$ cat config.mk
export PLATFORM = sky130hd
export DESIGN_NAME = dtt_out_buf
export DESIGN_NICKNAME = d
export VERILOG_FILES = /design/src/sv/dtt_out_buf.sv
export SDC_FILE = /design/constraint.sdc
export NUM_CORES = 1
export LEC_CHECK = 0
export ABC_CLOCK_PERIOD_IN_PS = 63700
export BUFFER_PORTS_ARGS = -buffer_cell sky130_fd_sc_hd__buf_4
export CORE_MARGIN = 1
export CORE_UTILIZATION = 40
export CTS_CLUSTER_DIAMETER = 50
export CTS_CLUSTER_SIZE = 20
export DETAILED_ROUTE_END_ITERATION = 10
export GPL_ROUTABILITY_DRIVEN = 0
export SLEW_MARGIN = 20
export SYNTH_ARGS = -nofsm -noshare
export SYNTH_HDL_FRONTEND = slang
export SYNTH_SLANG_ARGS = --single-unit
$ cat constraint.sdc
create_clock -name clk -period 63.7 [get_ports clk]
set_input_delay 3.185 -clock clk [delete_from_list [all_inputs] [get_ports clk]]
set_output_delay 3.185 -clock clk [all_outputs]
set_load 0.02 [all_outputs]
$ cat src/sv/dtt_out_buf.sv
module dtt_out_buf #(
	parameter int W = 256
) (
	input  logic         clk,
	input  logic         arst_n,
	input  logic         push,
	input  logic [W-1:0] push_data,
	output logic         full,
	output logic         pop_valid,
	input  logic         pop_ready,
	output logic [W-1:0] pop_data
);
	localparam logic [1:0] CNT_EMPTY = 2'd0;
	localparam logic [1:0] CNT_FULL  = 2'd2;

	logic [1:0]   count_q;
	logic [W-1:0] head_q;
	logic [W-1:0] skid_q;
	logic         pop;

	assign pop       = pop_valid & pop_ready;
	assign pop_valid = (count_q != CNT_EMPTY);
	assign full      = (count_q == CNT_FULL);
	assign pop_data  = head_q;

	always_ff @(posedge clk or negedge arst_n) begin
		if (!arst_n) begin
			count_q <= CNT_EMPTY;
		end else if (push && !pop) begin
			count_q <= count_q + 2'd1;
		end else if (pop && !push) begin
			count_q <= count_q - 2'd1;
		end
	end

	always_ff @(posedge clk) begin
		if (push && pop) begin
			// only reachable with one entry: replace the head
			head_q <= push_data;
		end else if (push) begin
			if (count_q == CNT_EMPTY) begin
				head_q <= push_data;
			end else begin
				skid_q <= push_data;
			end
		end else if (pop && count_q == CNT_FULL) begin
			head_q <= skid_q;
		end
	end

endmodule

Word-level counts from Yosys, hierarchy flattened
Cells that the tools add are included.
{"block": "word_totals", "in_bits": 260, "latchBits": 0, "ramBits": 0, "mem_count": 0, "out_inout_bits": 258, "regBits": 514, "elab_cells": 28, "romBits": 0}
{"block": "op_classes", "eq_ne": 2, "add_sub_neg": 2, "n_reduce_logical": 12, "mul": 0, "order_cmp": 0, "mux": 6, "shifts": 0, "n_div": 0, "bitwise_logic": 3}
{"op": "two-way mux 256 bit", "n": 4}
{"op": "logical AND 1 bit", "n": 4}
{"op": "two-way mux 2 bit", "n": 2}
{"op": "nonzero test 2 bit", "n": 2}
{"op": "inequality test 3 x 1 -> 1 bit (second input constant)", "n": 1}
{"op": "AND reduction 3 bit", "n": 1}
{"op": "nonzero test 3 bit", "n": 1}
{"op": "adder 2 x 1 -> 2 bit (second input constant)", "n": 1}
{"op": "== test 2 bit (second input constant)", "n": 1}
{"op": "zero test 1 bit", "n": 2}
{"op": "zero test 2 bit", "n": 1}
{"op": "inverter 1 bit", "n": 2}
{"op": "AND reduction 2 bit", "n": 1}
{"op": "subtractor 2 x 1 -> 2 bit (second input constant)", "n": 1}
{"op": "bitwise AND 1 bit", "n": 1}

Depth between registers and ports, before layout
{"block": "depth", "depth_word": 6, "mapped_depth": 6, "mapped_depth_nobuf": 6}

Worst setup path after synthesis
Ideal clock, no wire load.
{"block": "synth_path", "path_kind": "input port to flip-flop", "from": "input port pop_ready", "to": "register head_q[0], in the netlist pop_data[0], enable pin", "cell_stages": 3, "setup_time_ps": 1246, "slack_ps": 40401, "t_required_ps": 62454, "path_buffers": 0, "arrival_ps": 22053, "path_cell_list": "nand2_1 > ha_1 > o31ai_1"}
{"block": "synth_via", "elab_chain_cells": 4, "elab_cells_between_ends": 6, "classes_between": "eq/ne: 1; bitwise: 1; reduce/logical: 4"}
{"item": "from (decl)", "line": "10", "text": "input logic pop_ready,"}
{"item": "bitwise AND 1 bit (*)", "line": "21", "text": "assign pop = pop_valid & pop_ready;"}
{"item": "logical AND 1 bit (on tied branches)", "line": "37, 46"}
{"item": "inequality test 3 x 1 -> 1 bit (no line) or nonzero test 3 bit (tied branches)"}
{"item": "AND reduction 2 bit (no line) (*)"}
{"item": "to (signal assigned)", "line": "39", "text": "head_q <= push_data;"}
{"item": "to (signal assigned)", "line": "42", "text": "head_q <= push_data;"}
{"item": "to (signal assigned)", "line": "47", "text": "head_q <= skid_q;"}
{"item": "to (decl)", "line": "17", "text": "logic [W-1:0] head_q;"}
Mark *: on every way between the ends. The rest lies on a longest branch, timed or not.
A chain may end at the register's enable or synchronous reset.

Final worst setup path
{"block": "layout_path", "from": "input port push", "to": "register head_q[84], in the netlist pop_data[84], enable pin"}
{"block": "layout_via", "elab_chain_cells": 3, "elab_cells_between_ends": 4, "classes_between": "eq/ne: 1; reduce/logical: 3"}
{"item": "from (decl)", "line": "6", "text": "input logic push,"}
{"item": "logical AND 1 bit", "line": "37", "text": "if (push && pop) begin"}
{"item": "inequality test 3 x 1 -> 1 bit (no line) or nonzero test 3 bit (tied branches)"}
{"item": "AND reduction 2 bit (no line) (*)"}
Marked as above.

==> impl_metrics.env <==
export IMPL_synth_largest_area_cell="edfxtp_1"
export IMPL_required_ns=63.91
export IMPL_synth_fp_nets=1077
export IMPL_dp_cells=1925
export IMPL_rsz0062_at_grt="no"
export IMPL_wl_mm=42.6
export IMPL_design_die_area_um2=49600
export IMPL_skew_ns=0.0326
export IMPL_cts_path_max_buffers=3
export IMPL_place_area_um2=23900
export IMPL_powerDensity_nw_per_um2=40.0
export IMPL_drive_above_1_share_pct=62.2
export IMPL_synth_avg_cell_area_um2=23.9
export IMPL_crit_arrival_ns=6.41
export IMPL_slowest_delay_ns=0.86
export IMPL_synth_area_leaders="edfxtp_1, mux2_4, mux2_2"
export IMPL_post_cts_setup_buffers=0
export IMPL_final_cells=2016
export IMPL_cts_tree="built"
export IMPL_clkSlewWorstSetupHoldPaths_ns=0.08
export IMPL_grt_pass1_vias=9747
export IMPL_htree_levels=2
export IMPL_drt_wirelength_per_cell_um=21.1
export IMPL_io_buffers=517
export IMPL_critPathLaunchType="input pin"
export IMPL_num_io_pins=518
export IMPL_routed_via_density=4.70
export IMPL_die_w_um=223
export IMPL_synth_edf_count=512
export IMPL_core_area_um2=47800
export IMPL_drc=0
export IMPL_path_class="input pin to register"
export IMPL_cap_violations=0
export IMPL_synth_top_cell_area_share_pct=78.9
export IMPL_crit_slowest_cell="o31ai_4"
export IMPL_path_cells="buf_8 > ha_1 > o31ai_4 > buf_4 > buf_4"
export IMPL_globalRouteTotalUtil_pct=16.8
export IMPL_placement_rows=80
export IMPL_drt_iter0_markers=466
export IMPL_final_hold_violation_count=0
export IMPL_status="completed"
export IMPL_ys_async_sr_fraction_pct=0.389
export IMPL_seq_area_frac_synth_pct=79.2
export IMPL_yosysMostFrequentCell="edfxtp_1"
export IMPL_fin_ws_ns=57.50
export IMPL_num_vias=9472
export IMPL_postSynthCellCount=814
export IMPL_cts_hold_buf=0
export IMPL_fin_area_um2=25600
export IMPL_start_util_pct=40.7
export IMPL_clk_latency_ns=0.60
export IMPL_synth_flop_cell="edfxtp_1"
export IMPL_setup_violations=0
export IMPL_ys_ff_latch=514
export IMPL_dp_hpwl_mm=28.6
export IMPL_fin_crit_sh_pct=9.74
export IMPL_tightest_slew_ns=1.09
export IMPL_grt_start_max_net_pins=182
export IMPL_place_ws_ns=56.71
export IMPL_hold_path_class="register to register"
export IMPL_period_needed_ns=6.20
export IMPL_fmax_mhz=161
export IMPL_numClockSinks=514
export IMPL_synth_warnings=0
export IMPL_nets=1623
export IMPL_fill_cells=3816
export IMPL_max_slew_margin_pct=27.5
export IMPL_syn_cell_area_um2=19500
export IMPL_drt_pass1_iter_count=4
export IMPL_cts_buffers=48
export IMPL_cts_resized_gates=0
export IMPL_crit_path_frequent_cell="buf_4"
export IMPL_leakagePower_nw=10.2
export IMPL_root_buffer="clkbuf_16"
export IMPL_endpoint_kind="register"
export IMPL_fin_setup_tns_ns=0
export IMPL_synth_distinct_cells=17
export IMPL_ant_nets=0
export IMPL_slew_violations=0
export IMPL_antenna_found_initial=4
export IMPL_gr_total_overflow=0
export IMPL_area_growth_pct=31.3
export IMPL_cp_max_fo=96
export IMPL_grt_pass1_wl_mm=62.3
export IMPL_synth_common_cells="edfxtp_1, mux2_4, mux2_2"
export IMPL_vdd_drop_max_v=0.0000283
export IMPL_post_route_util_pct=53.5
export IMPL_die_height_um=223
## critical path, delay by kind of cell
kind	cells	cell delay, ns
compound gates	1	0.86
fa+ha+maj	1	0.39
buf+inv	3	1.84
## metrics by stage
stage	hold WS (ns)	total power, W
4_1_cts	0.512	0.00104
2_1_floorplan	0.469	0.000672
3_3_place_gp	0.513	0.000741
6_report	0.516	0.00102
5_1_grt	0.538	0.00106
3_5_place_dp	0.511	0.000743
## cells by family (layout without fill, tap and decap cells)
| family | Yosys count | count (layout) | share of synthesized area [%] |
|---|---|---|---|
| muxes | 256 | 256 | 18.7 |
| and+or+nand+nor | 6 | 6 | 0.167 |
| adders and majority gates | 3 | 3 | 0.193 |
| other | 0 | 3 | 0 |
| xor gates and xnor gates | 3 | 3 | 0.135 |
| AOI/OAI and AO/OA | 2 | 2 | 0.0835 |
| buffers and inverters | 30 | 614 | 1.60 |
| DFF | 514 | 514 | 79.2 |
## registers in the layout, summed over array words and instances (netlist names)
signal,cells
pop_data,256
skid_q,256
count_q,2
## cells in the final DEF (no fill, tap or decap), types with 2 or more instances in the layout
master | netlist | final
diode_2 | 0 | 3
inv_8 | 0 | 2
clkinv_1 | 0 | 2
xor2_1 | 2 | 2
clkinv_8 | 0 | 8
nand2_1 | 2 | 2
mux2_4 | 201 | 201
edfxtp_1 | 512 | 512
clkinv_2 | 0 | 3
mux2_2 | 55 | 55
buf_12 | 0 | 2
dfrtp_1 | 2 | 2
clkbuf_16 | 0 | 49
ha_1 | 3 | 3
inv_12 | 0 | 2
clkinv_4 | 0 | 5
inv_6 | 0 | 8
clkinvlp_4 | 0 | 7
buf_4 | 0 | 522
## layer usage
layer,up-vias,part of all wire [%],track usage [%]
met5,-,0.028,0
met4,2,2.3,5.78
met3,60,8.9,6.88
met2,306,50,27.5
met1,4743,39,20.0
li1,4361,-,-
## power by group
group / internal (W) / switching, W
clock network: 0.000152 / 0.000139
logic: 0.0000937 / 0.000138
registers: 0.000477 / 0.0000218
## worst paths after layout
check | endpoint | slack [ns] | cells after the start | start
setup / recovery | pop_data[84]$_DFFE_PP_ | 57.50 | 5 | push
hold / removal | pop_data[140]$_DFFE_PP_ | 0.52 | 1 | skid_q[140]$_DFFE_PP_
setup reg to reg | pop_data[84]$_DFFE_PP_ | 59.81 | 6 | count_q[0]$_DFFE_PN0P_
hold reg to reg | pop_data[140]$_DFFE_PP_ | 0.52 | 1 | skid_q[140]$_DFFE_PP_
max in group asynchronous | count_q[0]$_DFFE_PN0P_ | 61.22 | 1 | arst_n
min in group asynchronous | count_q[1]$_DFFE_PN0P_ | 2.39 | 1 | arst_n
## cell type report
cell class              count  area, um2  area share (%)
flip-flops and latches    514      15400            60.3
multi-input cells         270       3770            14.7
clock buffers              50       1230            4.81
diodes                      3       7.51          0.0293
repair buffers            525       3970            15.5
inverters                   1       3.75          0.0147
well taps                 615        769            3.01
clock inverters            38        404            1.58
(Power assumes the default switching activity.)
