### src/sv/dtt_pkg.sv
package dtt_pkg;

	localparam int DIFF_W              = 64;
	localparam int WORD_W              = 64;
	localparam int TARGET_W            = 256;
	localparam int SCALE_SHIFT_DEFAULT = 32;

	// Control that travels with an item down the cell row
	typedef struct packed {
		logic valid;
		logic zero;    // difficulty was zero: target is all ones
	} stage_ctl_t;

endpackage

### src/sv/dtt_cell.sv
module dtt_cell #(
	parameter int QW = 224
) (
	input  logic                          clk,
	input  logic                          arst_n,
	input  logic                          en,
	input  dtt_pkg::stage_ctl_t           prev_ctl,
	input  logic [dtt_pkg::DIFF_W-1:0]    prev_rem,
	input  logic [dtt_pkg::DIFF_W-1:0]    prev_dvs,
	input  logic [QW-1:0]                 prev_quot,
	output dtt_pkg::stage_ctl_t           next_ctl,
	output logic [dtt_pkg::DIFF_W-1:0]    next_rem,
	output logic [dtt_pkg::DIFF_W-1:0]    next_dvs,
	output logic [QW-1:0]                 next_quot
);
	import dtt_pkg::*;

	logic [DIFF_W:0]     shifted;
	logic [DIFF_W+1:0]   diff;
	logic                qbit;
	logic [DIFF_W-1:0]   rem_d;
	stage_ctl_t          ctl_s1;
	logic [DIFF_W-1:0]   rem_s1;
	logic [DIFF_W-1:0]   dvs_s1;
	logic [QW-1:0]       quot_s1;

	// Bring down a one bit of the numerator, then try the subtract
	assign shifted = {prev_rem, 1'b1};
	assign diff    = {1'b0, shifted} - {2'b00, prev_dvs};
	assign qbit    = ~diff[DIFF_W+1];
	assign rem_d   = qbit ? diff[DIFF_W-1:0] : shifted[DIFF_W-1:0];

	always_ff @(posedge clk or negedge arst_n) begin
		if (!arst_n) begin
			ctl_s1 <= '0;
		end else if (en) begin
			ctl_s1 <= prev_ctl;
		end
	end

	always_ff @(posedge clk) begin
		if (en) begin
			rem_s1  <= rem_d;
			dvs_s1  <= prev_dvs;
			quot_s1 <= {prev_quot[QW-2:0], qbit};
		end
	end

	assign next_ctl  = ctl_s1;
	assign next_rem  = rem_s1;
	assign next_dvs  = dvs_s1;
	assign next_quot = quot_s1;

endmodule

### config.mk
export PLATFORM = sky130hd
export DESIGN_NAME = dtt_cell
export DESIGN_NICKNAME = d
export VERILOG_FILES = /design/src/sv/dtt_pkg.sv /design/src/sv/dtt_cell.sv
export SDC_FILE = /design/constraint.sdc
export NUM_CORES = 1
export LEC_CHECK = 0
export BUFFER_PORTS_ARGS = -buffer_cell sky130_fd_sc_hd__buf_2
export CORE_AREA = 2 2 275 277
export CTS_CLUSTER_DIAMETER = 50
export DETAILED_ROUTE_END_ITERATION = 16
export DIE_AREA = 0 0 277 279
export PLACE_DENSITY = 0.49
export SYNTH_ARGS = -nofsm -noshare
export SYNTH_HDL_FRONTEND = slang
export SYNTH_SLANG_ARGS = --single-unit
export TNS_END_PERCENT = 1
### constraint.sdc
create_clock -name clk -period 1.4 [get_ports clk]
set_input_delay 0.07 -clock clk [delete_from_list [all_inputs] [get_ports clk]]
set_output_delay 0.07 -clock clk [all_outputs]
set_load 0.01 [all_outputs]
Word-level counts from Yosys, hierarchy flattened
Index checks and enable logic that the tools add are counted.
{"block": "totals", "wordCells": 9, "reg_bits": 354, "in_bits": 357}
{"block": "op_classes", "muxes": 1, "addsub": 1, "bitwise_logic": 1}
{"op": "$sub 65x64->66", "count": 1}
{"op": "$mux 64", "count": 1}
{"op": "$not 1->1", "count": 1}

Logic depth before layout (Yosys ltp)
Gate-level depths: netlist of run 1.
{"block": "logic_depth", "ltp_word": 2, "mapped_depth": 16, "ltp_nobuf": 14}

Worst setup path before layout of run 1
Ideal clock, no wire load.
{"block": "synth_path", "kind": "input -> register", "startpoint": "in prev_dvs[27] (netlist bit)", "endpoint": "reg rem_s1[21] (netlist: next_rem[21]) (data pin)", "setup_ps": 262, "stages": 12, "path_buffers": 2, "required_time_ps": 1138, "arrival_ps": 2864, "slack_ps": -1726, "cell_sequence": "inv_1 ha_1 clkbuf_1 nand4_1 or4_1 or4_1 o21a_1 o21a_2 o311a_4 inv_2 buf_12 mux2_1"}
{"block": "synth_between", "elab_chain_cells": 2}
{"item": "start: declaration", "line_no": "dtt_cell.sv:9", "rtl": "input logic [dtt_pkg::DIFF_W-1:0] prev_dvs,"}
{"item": "$sub 65x64->66", "line_no": "dtt_cell.sv:29", "rtl": "assign diff = {1'b0, shifted} - {2'b00, prev_dvs};"}
{"item": "$mux 64", "line_no": "dtt_cell.sv:31", "rtl": "assign rem_d = qbit ? diff[DIFF_W-1:0] : shifted[DIFF_W-1:0];"}
{"item": "named net rem_d[21]", "line_no": "dtt_cell.sv:21", "rtl": "logic [DIFF_W-1:0] rem_d;"}
{"item": "end signal: assignment", "line_no": "dtt_cell.sv:43", "rtl": "rem_s1 <= rem_d;"}
{"item": "end: declaration", "line_no": "dtt_cell.sv:23", "rtl": "logic [DIFF_W-1:0] rem_s1;"}
The timed path passes the listed nets, and every way through them passes these cells.
A chain may end at the register's enable or synchronous reset.

Worst setup path after layout of run 1
{"block": "layout_path", "startpoint": "in prev_rem[32] (netlist bit)", "endpoint": "reg rem_s1[21] (netlist: next_rem[21]) (data pin)"}
{"block": "layout_between", "elab_chain_cells": 2}
{"item": "start: declaration", "line_no": "dtt_cell.sv:8", "rtl": "input logic [dtt_pkg::DIFF_W-1:0] prev_rem,"}
{"item": "$sub 65x64->66", "line_no": "dtt_cell.sv:29"}
{"item": "$mux 64", "line_no": "dtt_cell.sv:31"}
{"item": "named net rem_d[21]", "line_no": "dtt_cell.sv:21"}
The timed path passes the listed nets, and every way through them passes these cells.

==> run metrics, run 1 <==
DR WL met3=6210 microns; reg-to-reg slack, setup=0.64 ns; metal2 WL=39100 microns; Final period util=183%; setup violators final=65; area share of the largest cell type after synthesis=68.8%; Syn Area/Cell=13.7 sq um; Peak VDD IR=951 uV; GP Congestion=0.917; Tmin final=2.57 ns; synthesized flop and latch total=354; Post-Syn Area=15400 sq um; clk_lat worst skew=0.59 ns; Slew Limit Headroom=68.2%; clk_skew=0 ns; post-DR wirelength/cell=20.9 microns; hold crit path type=in -> reg; outcome=finished with violations; vias in the first global route=16.0k; Placeable Area=74100 sq um; Die Area=77300 sq um; TritonCTS clock tree=built; clock buffer depth=3; largest net degree at the start of global routing=40; setup_tns=-70.13 ns; Leak=12.5 nW; worst reg-to-reg path cell count=1; final-layout fill cell count=7288; drt first pass iters=5; Ys Warns=0; Storage cell area=10600 sq um; final worst setup slack=-1.17 ns; cts bufs inserted=58; starting density of the core=20.7%; RR Startpoint=next_ctl[1]; final slew viol count=0; Hold Fails Final Rpt=0; sequential share of the synthesized area=69.1%; total clock sinks=354; Synth Flop Type=edfxtp_1; Post-synth EDFFs=352; first-pass GRT wire length=104000 microns; WHS=0.118 ns; Die Y=279 microns; Max-Cap Viols=0; synth cell count leaders=edfxtp_1 (352), a21oi_1 (92), nand2_1 (86); Cell variety after synth=54; final WL=74400 microns; Root Driver=clkbuf_16; Detail Placement HPWL=60200 microns; Worst setup startpoint=prev_rem[32]; post-route insts no fill=3553; Synth Net Count=1540; fraction of layout cells with a size suffix above 1=47.7%; Fmax=0.390 GHz; Finished Core Util=38.4%; Syn Inst Count=1119; fin nets=2945; vias=14.8k; worst setup path class=in -> reg; hold depth=5; initial antenna violation count=35; Reg clk slew, reported paths=0.05 ns; Detailed Route Iter0 Violations=706; failing checks=negative setup slack; PortBufs=709; Remaining Overflow, GRT=0; Inst Count DP=3072; RSZ-0062 raised after global routing=true; Vias/cell=4.16; reg2reg end=next_ctl[1]; multi-input logic area=4610 sq um; max layer used=met5; Chip Width=277 microns; Power Density=1200 nW/um^2; CP startpoint kind=input port; dpl cell area=22400 sq um; H-tree Lvls=2; io pins=711; crit path capture=next_rem[21]; Rows=100; design area=28400 sq um; DRC Markers=0; crit path capture type=flop; layout overhead on the synthesized area=85.0%; GRT Util Overall=18.3%; WP data required=1.74 ns; most frequent cell after synthesis=edfxtp_1; leading post-synthesis cells by cell area=edfxtp_1 (69%), ha_1 (5.1%), a21oi_1 (3.0%); CP max FO=6; Worst EP arrival=2.91 ns; post-route antenna net violation count=0; Synth area leader=edfxtp_1; WL met1=26400 microns; Slew @ Worst Pin=0.475 ns; Post-synth ARST share=0.565%
## report_power, final
part / total, mW / switching [mW] / internal (mW) / leakage (nW)
registers: 13.2 / 0.345 / 12.9 / 3.47
clock network: 13.5 / 5.50 / 8.01 / 0.898
logic: 7.38 / 3.76 / 3.62 / 8.14
total: 34.1 / 9.61 / 24.5 / 12.5
## critical path, cell delays in order
cell and delay (ns):
buf_2 0.12, ha_4 0.26, nand4_1 0.19, or4_4 0.49
or4_4 0.49, o21a_4 0.24, o21a_4 0.20, o311a_4 0.39
clkinv_8 0.13, mux2_4 0.30
## registers in the layout (all words and copies together), names as in the netlist
signal,count
next_quot,224
next_dvs,64
next_rem,64
next_ctl,2
## how the worst min path moves through the flow
stage	start	to	slack, ns
floorplan	arst_n	next_ctl[0]	-0.23
global placement	arst_n	next_ctl[0]	-0.14
detailed placement	arst_n	next_ctl[1]	-0.14
CTS	prev_rem[2]	next_rem[3]	0.05
global route	prev_rem[35]	next_rem[36]	0.12
finish	prev_rem[35]	next_rem[36]	0.12
## through the flow
stage	power (mW)	setup slack (ns)
after floorplan	15.8	-1.61
after global placement	19.6	-2.06
after detailed placement	19.7	-2.07
after CTS	34.3	-1.20
after global routing	35.6	-1.21
final	34.1	-1.17
## placed cells by master (no fill, tap or decap), types with 6 or more instances in the layout
cell type,instances
inv_6,9
ha_1,48
inv_2,7
edfxtp_1,352
buf_2,695
ha_4,13
buf_12,9
buf_4,299
nand2b_1,6
a21oi_1,88
nor3_1,10
o21ai_1,9
nand2_1,81
clkbuf_16,59
clkinv_1,7
and3_1,6
inv_1,77
xnor2_1,31
diode_2,14
buf_6,14
nand3_1,9
o21bai_1,18
a31oi_1,6
o21ai_0,45
xor2_1,25
clkinvlp_4,6
dlygate4sd3_1,358
a21o_1,27
clkinv_4,7
nor2_1,82
a21oi_2,38
nand4_1,20
clkinv_2,7
## final cells by class
class	count	share of cell area, %
Multi-Input combinational cell	643	16.2
Timing Repair Buffer	1380	34.3
Inverter	86	1.19
Clock inverter	43	1.27
Clock buffer	63	5.24
Timing Repair inverter	1	0.0308
Tap cell	969	4.27
Antenna cell	14	0.123
Sequential cell	354	37.4
## metal layers
metal  GRT usage [%]  vias to the layer above
met1            18.8                     7052
met4            6.38                       14
met5               0                        -
li1                -                     7006
met3            6.48                      134
met2            34.1                      572
## cells by family after synthesis
family,count (synthesis),share of synthesized area [%]
and+or+nand+nor,245,7.09
buffers and inverters,122,3.51
adders and majority gates,64,5.26
xor gates and xnor gates,57,3.25
DFF,354,69.1
muxes,4,0.293
AOI/OAI and AO/OA,273,11.5
## what timing repair did
item | in CTS | in global routing
gates cloned | 1 | 1
endpoints found under the hold margin | 390 | 0
endpoints found under the setup margin | 65 | 65
buffers inserted | 1 | 0
gates resized for setup | 43 | 70
hold buffers | 358 | 0
pin swaps | 9 | 28
(Power assumes the default switching activity.)
==> run 2, diff against run 1 <==
Settings changed: ABC_AREA from default to 1, CORE_AREA 2 2 275 277 to 2 2 276 278, DIE_AREA 0 0 277 279 to 0 0 278 280, GPL_TIMING_DRIVEN from default to 0, PLACE_DENSITY 0.49 to 0.52.
==> run 2 against run 1 <==
The flow finishes with violations (negative hold slack, negative setup slack). First-iteration DRC count shrank 2.8%. Critical endpoint is now next_rem[52]. Area after synthesis is 14% higher. Core utilization increased by 0.84 points. Sequential share of layout area down 1.3 points. Non-clock buffer count is 280 lower. Cell count grew 14%. Die area up 0.72%. Clock skew unchanged. Sequential power about the same. Sequential cell count did not move. Synthesized cell count rose by 67%. Worst setup slack better by 0.97 ns.
==> run metrics, run 2 <==
Root Driver=clkbuf_16; most frequent cells in the layout=buf_2 (700), nand2_1 (647), dlygate4sd3_1 (358), inv_1 (357), edfxtp_1 (352); failing checks=negative hold slack, negative setup slack; Placeable Area=75200 sq um (+1.5%); Final period util=114% (-69 points); clk_skew=0 ns (unchanged); Detailed Route Iter0 Violations=686 (-2.8%); initial antenna violation count=59 (+69%); Worst EP arrival=1.95 ns (-0.96 ns); met3 GRT Util=6.55% (+0.069 points); PortBufs=709 (unchanged); outcome=finished with violations; Cell variety after synth=34 (-37%); leading post-synthesis cells by cell area=edfxtp_1 (61%), nand2_1 (16%), inv_1 (8.1%); H-tree Lvls=2 (unchanged); fin nets=3433 (+17%); Post-Syn Area=17400 sq um (+14%); final WL=90200 microns (+21%); Synth Net Count=2288 (+49%); clk_lat worst skew=0.62 ns (+0.03 ns); GRT Util Overall=22.2% (+3.9 points); Syn Inst Count=1867 (+67%); synthesized flop and latch total=354 (unchanged); total power=34.6 mW (+1.5%); vias=17.0k (+15%); layout overhead on the synthesized area=69.0%; CP max FO=6 (unchanged); Worst setup startpoint=prev_dvs[25]; CP startpoint kind=input port; setup violators final=85 (+31%); DRC Markers=0 (unchanged); Die Area=77800 sq um (+0.72%); Vias/cell=4.20 (+0.87%); commonest non-fill, non-tap cell in the layout=buf_2; design area=29500 sq um (+3.7%); Detail Placement HPWL=74100 microns (+23%); Synth Flop Type=edfxtp_1; Post-synth EDFFs=352 (unchanged); first-pass GRT wire length=121000 microns (+17%); Hold Fails Final Rpt=26 (+26); final slew viol count=0 (unchanged); Finished Core Util=39.2% (+0.84 points); Fmax=0.626 GHz (+61%); RSZ-0062 raised after global routing=true; Syn Area/Cell=9.34 sq um (-32%); Post-synth ARST share=0.565% (unchanged); fraction of layout cells with a size suffix above 1=35.8% (-12 points); post-DR wirelength/cell=22.3 microns (+6.4%); hold depth=1 (-4); max reg flops=224 (unchanged); GR peak layer=met2; total clock sinks=354 (unchanged); synth cell count leaders=nand2_1 (729), inv_1 (377), edfxtp_1 (352); largest net degree at the start of global routing=105 (+160%); Chip Width=278 microns (+0.36%); crit path capture type=flop; hold path start=en; clock buffer depth=3 (unchanged); io pins=711 (unchanged); Ys Warns=0 (unchanged); Die Y=280 microns (+0.36%); RR Startpoint=next_ctl[1]; Remaining Overflow, GRT=0 (unchanged); Synth area leader=edfxtp_1; drt first pass iters=5 (unchanged); vias in the first global route=17.0k (+6.5%); Power Density=1170 nW/um^2 (-2.1%); Max-Cap Viols=0 (unchanged); GP Congestion=0.908 (-0.94%); cts bufs inserted=55 (-5.2%); GR Util met1=23.4% (+4.6 points); post-route antenna net violation count=0 (unchanged); WP data required=1.76 ns (+0.02 ns); Slew @ Worst Pin=1.02 ns (+0.547 ns); Tmin final=1.60 ns (-0.970 ns); Leak=14.0 nW (+12%); met2 Usage GRT=41.6% (+7.5 points); Slew Limit Headroom=31.7% (-37 points); dpl cell area=22300 sq um (-0.13%); worst reg-to-reg path cell count=2 (+1); WHS=-0.0654 ns (-0.183 ns); Peak VDD IR=931 uV (-2.2%); most frequent cell after synthesis=nand2_1; starting density of the core=23.2% (+2.5 points); sequential share of the synthesized area=60.9% (-8.3 points); Rows=101 (+1.0%); Reg clk slew, reported paths=0.05 ns (about the same); setup_tns=-11.32 ns (+58.81 ns); hold crit path type=in -> reg; TritonCTS clock tree=built; area share of the largest cell type after synthesis=60.6% (-8.2 points); final worst setup slack=-0.197 ns (+0.970 ns); worst setup path class=in -> reg
-- run 2: report_power, final --
part           internal, mW  switching, mW  total [mW]
clock                  8.33           5.61        13.9
sequential             12.8          0.276        13.1
combinational          3.11           4.46        7.57
total                  24.3           10.3        34.6
-- run 2: metrics by stage --
| stage | std cells | setup WS (ns) |
|---|---|---|
| 2_1_floorplan | 1867 | -0.444 |
| 3_3_place_gp | 3554 | -5.68 |
| 3_5_place_dp | 3557 | -1.35 |
| 4_1_cts | 4019 | -0.155 |
| 5_1_grt | 4043 | -0.240 |
| 6_report | 4054 | -0.197 |
-- run 2: worst paths after layout --
check,to,slack [ns]
worst max-delay path,next_rem[52],-0.20
worst min-delay path,next_rem[38],-0.07
worst max register to register,next_ctl[1],0.10
worst min register to register,next_ctl[0],0.51
max in group asynchronous,next_ctl[0],0.97
min in group asynchronous,next_ctl[1],0.30
-- run 2: layout make-up --
cell class / count / area (sq um)
fill: 7653 / 45700
sequential: 354 / 10600
timing repair buffer: 1087 / 7470
multi-input combinational: 1116 / 6580
inverter: 384 / 1470
clock buffer: 59 / 1400
tap: 978 / 1220
clock inverter: 41 / 462
buffer: 13 / 194
antenna: 21 / 52.6
timing repair inverter: 1 / 8.76
-- run 2: per-layer routing --
metal	vias to the layer above	share of wire, %	wire [microns]
met5	-	0.17	151
met4	22	4.3	3890
met3	222	7.1	6390
met2	576	52	46700
met1	7963	37	33100
li1	8225	-	-
-- run 2: timing repair --
item                                    CTS  global route
hold buffers                            349             9
pin swaps                                28            25
cloned                                    2             2
hold endpoints to repair                414            27
buffers inserted                         11             3
resized for setup                       217           106
endpoints found under the setup margin   68            67
-- run 2: critical path, stage by stage --
cell,delay [ns]
buf_4,0.14
inv_1,0.08
ha_4,0.29
nand2_2,0.09
nor2_4,0.17
inv_2,0.07
nor2_4,0.10
inv_2,0.07
nor2_2,0.12
nor2_2,0.06
nand2_4,0.08
nand2_4,0.06
nand2_8,0.13
inv_6,0.10
clkbuf_16,0.17
nand2_1,0.05
nand2_1,0.06
-- run 2: logic make-up (layout without fill, tap and decap cells) --
| kind of cell | count (synthesis) | count (layout) | share of synthesized area, % |
|---|---|---|---|
| AO/OA/AOI/OAI | 56 | 56 | 1.70 |
| XOR/XNOR | 30 | 30 | 1.51 |
| adder cells (fa/ha/maj) | 64 | 64 | 4.63 |
| buffers and inverters | 397 | 1585 | 9.07 |
| flip-flops | 354 | 354 | 60.9 |
| multiplexers | 2 | 2 | 0.129 |
| other | 0 | 21 | 0 |
| AND/OR/NAND/NOR | 964 | 964 | 22.1 |
==> run 3, diff against run 2 <==
Settings changed: ABC_AREA 1 to default, CORE_AREA 2 2 276 278 to 2 2 275 277, DIE_AREA 0 0 278 280 to 0 0 277 279, PLACE_DENSITY 0.52 to 0.49.
==> run 3 against run 2 <==
The flow still finishes with violations (negative hold slack, negative setup slack). Clock-buffer cell count increased by 4. Wire length is 20% lower. Clock skew is the same. Global-route usage decreased by 4.5 points. Critical path depth is 4 lower. Cell count shrank 19%.
==> run metrics, run 3 (same netlist as run 1, synthesis figures left out) <==
outcome=finished with violations; failing checks=negative hold slack, negative setup slack; final WL=72200 microns (-20%); Slew @ Worst Pin=0.781 ns (-0.241 ns); Chip Width=277 microns (-0.36%); initial antenna violation count=39 (-34%); DRC Markers=0 (unchanged); post-route antenna net violation count=0 (unchanged); Rows=100 (-0.99%); cts bufs inserted=56 (+1.8%); Root Driver=clkbuf_16; Remaining Overflow, GRT=0 (unchanged); max reg flops=224 (unchanged); io pins=711 (unchanged); first-pass GRT wire length=100000 microns (-17%); Final period util=192% (+78 points); post-route insts no fill=3297 (-19%); total clock sinks=354 (unchanged); clk_skew=0 ns (unchanged); H-tree Lvls=2 (unchanged); vias=14.1k (-17%); Placeable Area=74100 sq um (-1.5%); PortBufs=709 (unchanged); CP max FO=6 (unchanged); clock buffer depth=3 (unchanged); final slew viol count=0 (unchanged); most frequent cells in the layout=buf_2 (697), dlygate4sd3_1 (354), edfxtp_1 (352), nand2_1 (81); design area=26800 sq um (-9.2%); WHS=-0.301 ns (-0.236 ns); Worst EP arrival=3.03 ns (+1.08 ns); worst setup path class=in -> reg; Peak VDD IR=1030 uV (+10%); starting density of the core=20.7% (-2.5 points); Detail Placement HPWL=56600 microns (-24%); Inst Count DP=2800 (-21%); Leak=11.4 nW (-19%); Storage cell area=10600 sq um (unchanged); commonest non-fill, non-tap cell in the layout=buf_2; setup violators final=65 (-24%); CP startpoint kind=input port; Slew Limit Headroom=48.0% (+16 points); Tmin final=2.69 ns (+1.09 ns); vias in the first global route=14.8k (-13%); crit path capture type=flop; WP data required=1.74 ns (-0.02 ns); GP Congestion=0.914 (+0.66%); GRT Util Overall=17.7% (-4.5 points); Max-Cap Viols=0 (unchanged); fraction of layout cells with a size suffix above 1=42.6% (+6.7 points); TritonCTS clock tree=built; Detailed Route Iter0 Violations=750 (+9.3%); final-layout fill cell count=7321 (-4.3%); largest net degree at the start of global routing=119 (+13%); final worst setup slack=-1.29 ns (-1.09 ns); RSZ-0062 raised after global routing=true; Power Density=1270 nW/um^2 (+8.3%); Hold Fails Final Rpt=40 (+54%); Die Y=279 microns (-0.36%); Finished Core Util=36.1% (-3.1 points); clk_lat worst skew=0.59 ns (-0.03 ns); dpl cell area=20200 sq um (-9.4%); layout overhead on the synthesized area=74.2%; Reg clk slew, reported paths=0.06 ns (about the same); multi-input logic area=4810 sq um (-27%); Vias/cell=4.28 (+1.9%); post-DR wirelength/cell=21.9 microns (-1.7%); Die Area=77300 sq um (-0.72%); fin nets=2687 (-22%); Fmax=0.372 GHz (-41%); drt first pass iters=5 (unchanged); hold crit path type=in -> reg
run 3: cell types whose count changed in the layout (fill, tap and decap cells not counted), sizes merged, moves of 15 or more:
| cell | before | now |
|---|---|---|
| a21o | 0 | 27 |
| o21bai | 3 | 18 |
| a21oi | 42 | 126 |
| buf | 741 | 762 |
| nor2 | 116 | 84 |
| nand3 | 75 | 9 |
| xnor2 | 1 | 31 |
| nand2 | 736 | 86 |
| o21ai | 9 | 56 |
| inv | 397 | 105 |
run 3: worst max-delay path, cell delays in order:
cell and delay (ns):
buf_2 0.10, inv_2 0.05, ha_4 0.26, buf_6 0.10
nand4_1 0.13, or4_4 0.48, or4_4 0.43, o21a_4 0.24
o21a_4 0.23, o311a_4 0.36, inv_6 0.10, buf_12 0.15
mux2_4 0.30
run 3: final cells by class:
cell class                      instances  share of cell area, %
Antenna cell                           16                  0.150
Buffer                                 23                  0.982
Clock buffer                           63                   5.33
Clock inverter                         41                   1.85
Inverter                               86                   1.27
Multi-Input combinational cell        643                   18.0
Sequential cell                       354                   39.7
Tap cell                              969                   4.53
Timing Repair Buffer                 1102                   28.2
run 3: final timing paths:
kind / end / slack [ns] / start / depth (start not counted)
worst max-delay path: next_rem[21] / -1.29 / prev_dvs[34] / 13
worst min-delay path: next_dvs[1] / -0.30 / prev_dvs[1] / 1
worst max register to register: next_ctl[1] / 0.64 / next_ctl[1] / 1
worst min register to register: next_ctl[0] / 0.51 / next_ctl[0] / 1
max in group asynchronous: next_ctl[0] / 0.91 / arst_n / 3
min in group asynchronous: next_ctl[1] / 0.36 / arst_n / 3
run 3: where the power goes:
group,internal [mW],switching [mW]
Combinational,3.01,3.68
Sequential,12.9,0.283
Clock,8.67,5.55
Total,24.5,9.51
run 3: per-stage QoR:
step / hold slack, ns / power [mW] / setup WS (ns) / TNS [ns]
3_5_place_dp: -0.137 / 18.6 / -3.34 / -226.65
3_3_place_gp: -0.138 / 18.7 / -5.37 / -1980.56
6_report: -0.301 / 34.0 / -1.29 / -76.51
2_1_floorplan: -0.226 / 15.8 / -1.61 / -96.35
5_1_grt: -0.343 / 35.4 / -1.28 / -77.72
4_1_cts: -0.380 / 34.1 / -1.49 / -90.27
run 3: what timing repair did:
item                                   in CTS  in global routing
setup endpoints to repair                  65                 65
resized for setup                          86                 94
pin swaps                                  17                 27
buffers inserted                           13                 22
cloned                                      1                  0
hold buffers                              351                  3
endpoints found under the hold margin     393                 42
run 3: per-layer routing:
| layer | routed length [microns] | vias up | track usage [%] |
|---|---|---|---|
| met5 | 94 | - | 0 |
| met2 | 37300 | 627 | 32.5 |
| li1 | - | 6496 | - |
| met3 | 6250 | 154 | 6.16 |
| met1 | 25900 | 6805 | 18.8 |
| met4 | 2550 | 14 | 6.02 |
